[config.mk]
export PLATFORM = sky130hd
export DESIGN_NAME = tbu_divider
export DESIGN_NICKNAME = d
export VERILOG_FILES = /design/src/design/tsp_boltzmann_unit_update_unit_assert.svh /design/src/design/tbu_pkg.sv /design/src/design/tbu_divider.sv
export SDC_FILE = /design/constraint.sdc
export NUM_CORES = 1
export LEC_CHECK = 0
export ABC_AREA = 1
export ABC_CLOCK_PERIOD_IN_PS = 2400
export BUFFER_PORTS_ARGS = -buffer_cell sky130_fd_sc_hd__buf_2
export CORE_MARGIN = 2
export CORE_UTILIZATION = 56
export CTS_BUF_LIST = sky130_fd_sc_hd__clkbuf_8
export DETAILED_ROUTE_END_ITERATION = 10
export PLACE_DENSITY = 0.82
export SLEW_MARGIN = 15
export SYNTH_ARGS = -nofsm -noshare
export SYNTH_HDL_FRONTEND = slang
export SYNTH_SLANG_ARGS = --single-unit
[constraint.sdc]
create_clock -name clk -period 2.4 [get_ports clk]
set_input_delay 0 -clock clk [delete_from_list [all_inputs] [get_ports clk]]
set_output_delay 0 -clock clk [all_outputs]
set_load 0.01 [all_outputs]
[src/design/tsp_boltzmann_unit_update_unit_assert.svh]
// Assertion macros for the Boltzmann unit engine
`ifndef TSP_BOLTZMANN_UNIT_UPDATE_UNIT_ASSERT_SVH
`define TSP_BOLTZMANN_UNIT_UPDATE_UNIT_ASSERT_SVH
`ifndef SYNTHESIS
`define BMU_ASSERT_IMPL(label, clk, rst_n, prop, msg) \
    label: assert property (@(posedge clk) disable iff (!rst_n) prop) else $error(msg);
`define BMU_ASSERT_NEVER(label, clk, rst_n, cond, msg) \
    label: assert property (@(posedge clk) disable iff (!rst_n) !(cond)) else $error(msg);
`else
`define BMU_ASSERT_IMPL(label, clk, rst_n, prop, msg)
`define BMU_ASSERT_NEVER(label, clk, rst_n, cond, msg)
`endif
`endif

[src/design/tbu_pkg.sv]
package tbu_pkg;

    localparam int SIG_LAST = 32;

    // cities on the tour; a unit index packs city and tour position as bit fields
    localparam int CITIES = 8;

    typedef enum logic [2:0] {
        REQ_WRITE_DIST = 3'd0,
        REQ_SET_UNIT   = 3'd1,
        REQ_UPDATE     = 3'd2,
        REQ_CLEAR      = 3'd3,
        REQ_COMMIT     = 3'd4,
        REQ_READ       = 3'd5
    } req_t;

    typedef enum logic [3:0] {
        ST_IDLE,
        ST_SWEEP,
        ST_DIVIDE,
        ST_SIGMOID,
        ST_INTERP,
        ST_FINISH,
        ST_GLOBAL,
        ST_OUT
    } state_t;

    localparam logic [0:0] CFG_GAMMA = 1'b0;
    localparam logic [0:0] CFG_TEMP  = 1'b1;

    // divider status toward the sequencer
    typedef struct packed {
        logic busy;
        logic done;
    } div_status_t;

    function automatic logic [15:0] sig_lookup(input logic [5:0] k);
        logic [15:0] v;
        begin
            case (k)
                6'd0:  v = 16'd32768; 6'd1:  v = 16'd36843; 6'd2:  v = 16'd40793;
                6'd3:  v = 16'd44511; 6'd4:  v = 16'd47911; 6'd5:  v = 16'd50941;
                6'd6:  v = 16'd53581; 6'd7:  v = 16'd55834; 6'd8:  v = 16'd57724;
                6'd9:  v = 16'd59287; 6'd10: v = 16'd60565; 6'd11: v = 16'd61598;
                6'd12: v = 16'd62428; 6'd13: v = 16'd63090; 6'd14: v = 16'd63615;
                6'd15: v = 16'd64030; 6'd16: v = 16'd64357; 6'd17: v = 16'd64614;
                6'd18: v = 16'd64816; 6'd19: v = 16'd64974; 6'd20: v = 16'd65097;
                6'd21: v = 16'd65194; 6'd22: v = 16'd65269; 6'd23: v = 16'd65328;
                6'd24: v = 16'd65374; 6'd25: v = 16'd65410; 6'd26: v = 16'd65438;
                6'd27: v = 16'd65459; 6'd28: v = 16'd65476; 6'd29: v = 16'd65489;
                6'd30: v = 16'd65500; 6'd31: v = 16'd65508;
                default: v = 16'd65514;
            endcase
            return v;
        end
    endfunction

endpackage

[src/design/tbu_divider.sv]
// Restoring divider, one quotient bit per cycle.
module tbu_divider #(
    parameter int NUM_W = 40,
    parameter int DEN_W = 16
) (
    input  logic                   clk,
    input  logic                   rst_n,
    input  logic                   start,
    input  logic [NUM_W-1:0]       numer,
    input  logic [DEN_W-1:0]       denom,
    output logic [NUM_W-1:0]       quot,
    output tbu_pkg::div_status_t   status
);
    import tbu_pkg::*;

    localparam int CNT_W = $clog2(NUM_W + 1);

    logic [NUM_W-1:0] q_reg, q_next;
    logic [DEN_W:0]   r_reg, r_next;
    logic [DEN_W-1:0] d_reg, d_next;
    logic [CNT_W-1:0] cnt_reg, cnt_next;
    logic             busy_reg, busy_next;
    logic             done_reg, done_next;
    logic [DEN_W+1:0] trial;

    always_comb
    begin
        q_next    = q_reg;
        r_next    = r_reg;
        d_next    = d_reg;
        cnt_next  = cnt_reg;
        busy_next = busy_reg;
        done_next = 1'b0;
        trial     = '0;
        if (start)
        begin
            q_next    = numer;
            r_next    = '0;
            d_next    = denom;
            cnt_next  = CNT_W'(NUM_W);
            busy_next = 1'b1;
        end
        else if (busy_reg)
        begin
            // shift in next dividend bit, try subtract
            trial = {r_reg, q_reg[NUM_W-1]} - {2'b00, d_reg};
            if (!trial[DEN_W+1])
            begin
                r_next = trial[DEN_W:0];
                q_next = {q_reg[NUM_W-2:0], 1'b1};
            end
            else
            begin
                r_next = {r_reg[DEN_W-1:0], q_reg[NUM_W-1]};
                q_next = {q_reg[NUM_W-2:0], 1'b0};
            end
            cnt_next = cnt_reg - 1'b1;
            if (cnt_reg == CNT_W'(1))
            begin
                busy_next = 1'b0;
                done_next = 1'b1;
            end
        end
    end

    always_ff @(posedge clk or negedge rst_n)
    begin
        if (!rst_n)
        begin
            busy_reg <= 1'b0;
            done_reg <= 1'b0;
            cnt_reg  <= '0;
        end
        else
        begin
            busy_reg <= busy_next;
            done_reg <= done_next;
            cnt_reg  <= cnt_next;
        end
    end

    always_ff @(posedge clk)
    begin
        q_reg <= q_next;
        r_reg <= r_next;
        d_reg <= d_next;
    end

    assign quot        = q_reg;
    assign status.busy = busy_reg;
    assign status.done = done_reg;

endmodule
==> summary.md <==
The flow ran to the end, and the final reports show no timing, DRC or antenna violations. Using the TritonRoute via totals, the vias-per-cell ratio works out to 5.35. The tools report the reg-to-reg endpoint as quot[0]. The post-route setup TNS is 0 ns, and the netlist area before placement is 0.00451 mm2. The via count of the first global-routing pass is 4572, and the total of max-cap violations is 0.

TritonCTS built the clock tree. From left edge to right edge, the die measures 93.8 um. Dividing total power by cell area gives a power density of 873 mW/mm2. The number of antenna cells inserted came out at 0.

The die footprint is 0.00879 mm2, and the number of buffers on the longest clock path is 2. The layout cell share with drive strength beyond 1 came out at 0.192. The area inside the core boundary is 0.00777 mm2, and the count of vias placed by the detailed router is 4487. The run gives 13.1 mm as the wire length after detailed routing. The library cell used most frequently in the layout, excluding fill and tap cells, is nand2_1. The all-layer global routing usage came out at 0.310. The pre-CTS worst setup slack was 0.0936 ns. Maximum single-stage delay on the critical path: 0.38 ns. The cell with the largest stage delay on the worst path was edfxtp_1. The setup skew after layout is 0.0145 ns, and the flip-flop count of the largest register, all copies and words added is 40. For the pin with the worst max-slew slack, the measured transition is 0.686 ns. The tools report the total count of max-transition violations in the final report as 0. The run gives 101 as the number of top-level pins. For this run, the number of standard cells in the final layout without fillers is 838. The analysis attributes to cell leakage a power of 3.13 nW.

For the worst setup path, the data required time is 2.47 ns. The worst register-to-register path has a depth of 10. The run gives 0 as the total overflow reported by the global router. In the layout the commonest cells are nand2_1 (252), buf_2 (100), inv_1 (74). The number of clock sinks came out at 81. The run gives 0.543 as the worst relative slew slack. The clock transition at the registers of the reported paths was 0.09 ns; the achievable frequency was 450 MHz.

For the arrival time at the worst endpoint, the log shows 2.29 ns. The post-synthesis sequential area ratio came out at 0.492. The critical path contains buffers and inverters numbering 2 combined. The min-delay analysis places its worst path in the category input pin to async pin.

Setup slack closes at 0.177 ns. From synthesis to final layout, the design area changed by 30.5%. After detailed routing, the number of remaining DRC violations is 0. The fill cell instance count of the final layout is 537, and the number of detailed-route iterations in the first pass is 6. The nature of the critical path endpoint was a flop.

In this run the tool buffered the top-level ports with 100 buffer cells. The final estimated routing congestion in global placement is 0.884, and the number of H-tree levels is 3. Clock tree synthesis selected as its root buffer the cell clkbuf_8. The share of the clock period used by the worst path was 0.926. The number of nets handed over by synthesis was 651. The count of final setup violators is 0, and the placed wire-length estimate is 7.53 mm. The number of core rows is 32, and the flip-flop and latch count after synthesis is 81.

The setup slack on the worst flop-to-flop path was 0.18 ns; the hold violation total from the final report was 0. For this block, the initial DRC count from the detailed router was 305. Setup repair after global routing left no endpoint under its margin. From bottom edge to top edge, the die measures 93.8 um. For this run, the post-layout net count is 809. The number of antenna violations at the first check in global routing was 0; the mean cell area of the mapped netlist was 7.88 um2. Entering global routing, the biggest net connects 43 pins.

In this run the worst path has a maximum fanout of 5. The critical path start-end classification is flop to flop. The run gives 765 as the post-placement cell count. Subtracting the final worst setup slack from the clock period gives 2.22 ns. In this run, CTS created clock tree buffers numbering 9. The starting density of the core is 0.581. Broken down by cell family, the worst path's largest delay share belongs to simple AND/OR/NAND/NOR gates. The count of antenna-violating nets left after detailed routing was 0. For the source-to-sink clock delay at the later pin of the worst-skew pair, the log shows 0.35 ns. For this run, the number of Yosys warnings is 0. Maximum vdd drop: 0.439 mV. The tools report the critical register-to-register path startpoint as d_reg[11]. The first global-routing pass estimated 21.2 mm of wire. The critical path goes through inv_1 -> ha_1 -> nand2_2 -> inv_2 -> nand2_1 -> nand3_1 -> a21oi_2 -> nand3_1 -> nand2_1 -> o21ai_0.

Synthesis instantiated 37 different standard cells from the library. Synthesis produced 573 cells. After detailed routing, the average wire length per cell comes to 15.6 um. The launching element type of the critical path was a flop.
[worst max-delay path by stage]
stage | to | from | cells after the start | slack (ns)
finish | quot[0] | d_reg[11] | 10 | 0.18
global route | quot[0] | d_reg[11] | 10 | 0.02
CTS | r_reg[10] | quot[39] | 13 | 0.07
detailed placement | r_reg[10] | quot[39] | 13 | 0.09
global placement | r_reg[14] | quot[39] | 13 | 0.18
floorplan | r_reg[14] | quot[39] | 13 | 0.32
[cells by family (layout without fill, tap and decap cells)]
| kind of cell | count (synthesis) | in the layout | share of synthesized area |
|---|---|---|---|
| flip-flops | 81 | 81 | 0.492 |
| AO/OA/AOI/OAI | 26 | 26 | 0.0316 |
| XOR/XNOR | 8 | 8 | 0.0155 |
| adder cells (fa/ha/maj) | 19 | 19 | 0.0543 |
| AND/OR/NAND/NOR | 345 | 345 | 0.324 |
| buffers and inverters | 94 | 257 | 0.0826 |
[area by class of cell]
class	instances	area (um2)	area share
Multi-Input combinational cell	398	1920	0.326
Clock buffer	10	138	0.0234
Clock inverter	6	72.6	0.0123
Inverter	78	293	0.0497
Tap cell	102	128	0.0217
Timing Repair Buffer	163	1120	0.189
Sequential cell	81	2220	0.377
[report_power, final]
part           total, mW  internal, mW  switching [mW]  leakage [nW]
registers           1.90          1.73           0.169         0.832
clock network       1.06         0.521           0.544         0.103
logic               2.18         0.831            1.35          2.19
total               5.14          3.08            2.06          3.13
[synth_stat cells, drive strengths merged]
cell type    n  share of area
xor2         3         0.0058
inv         78          0.065
or2          1         0.0014
buf          4         0.0069
o22ai        1         0.0014
nand3b       3         0.0050
nand3       52          0.062
nor3         4         0.0055
fa           1         0.0044
a21oi       14          0.016
nand2      259           0.22
o21bai       3         0.0050
dfxtp       17          0.075
clkbuf      12          0.011
ha          18          0.050
xnor2        5         0.0097
and3         2         0.0028
dfrtp        8          0.044
and2         3         0.0044
nor2        19          0.016
nand4        1         0.0014
edfxtp      56           0.37
nor4         1         0.0014
o21ai        8         0.0089
[stage by stage]
stage / cell area [um2] / power [mW] / util / hold WS [ns]
6_report: 5890 / 5.14 / 0.758 / 0.0375
5_1_grt: 5890 / 5.49 / 0.758 / 0.0588
4_1_cts: 5890 / 5.07 / 0.758 / 0.00419
3_5_place_dp: 5110 / 3.94 / 0.657 / -0.145
3_3_place_gp: 5110 / 3.89 / 0.657 / -0.151
2_1_floorplan: 4510 / 3.47 / - / -0.296
[layer usage]
| layer | global-route usage | vias up | wire length (um) | share of wire |
|---|---|---|---|---|
| met5 | 0 | - | 0 | 0 |
| li1 | - | 2118 | - | - |
| met2 | 0.527 | 244 | 6430 | 0.49 |
| met4 | 0.143 | 0 | 455 | 0.035 |
| met3 | 0.0706 | 39 | 1110 | 0.085 |
| met1 | 0.372 | 2086 | 5070 | 0.39 |
[what timing repair did]
action                                  in CTS  in global routing
endpoints found under the setup margin       0                  2
buffers inserted                             0                  0
endpoints found under the hold margin       64                  0
hold buffers                                57                  0
resized for setup                            0                  2
(Power assumes the default switching activity.)
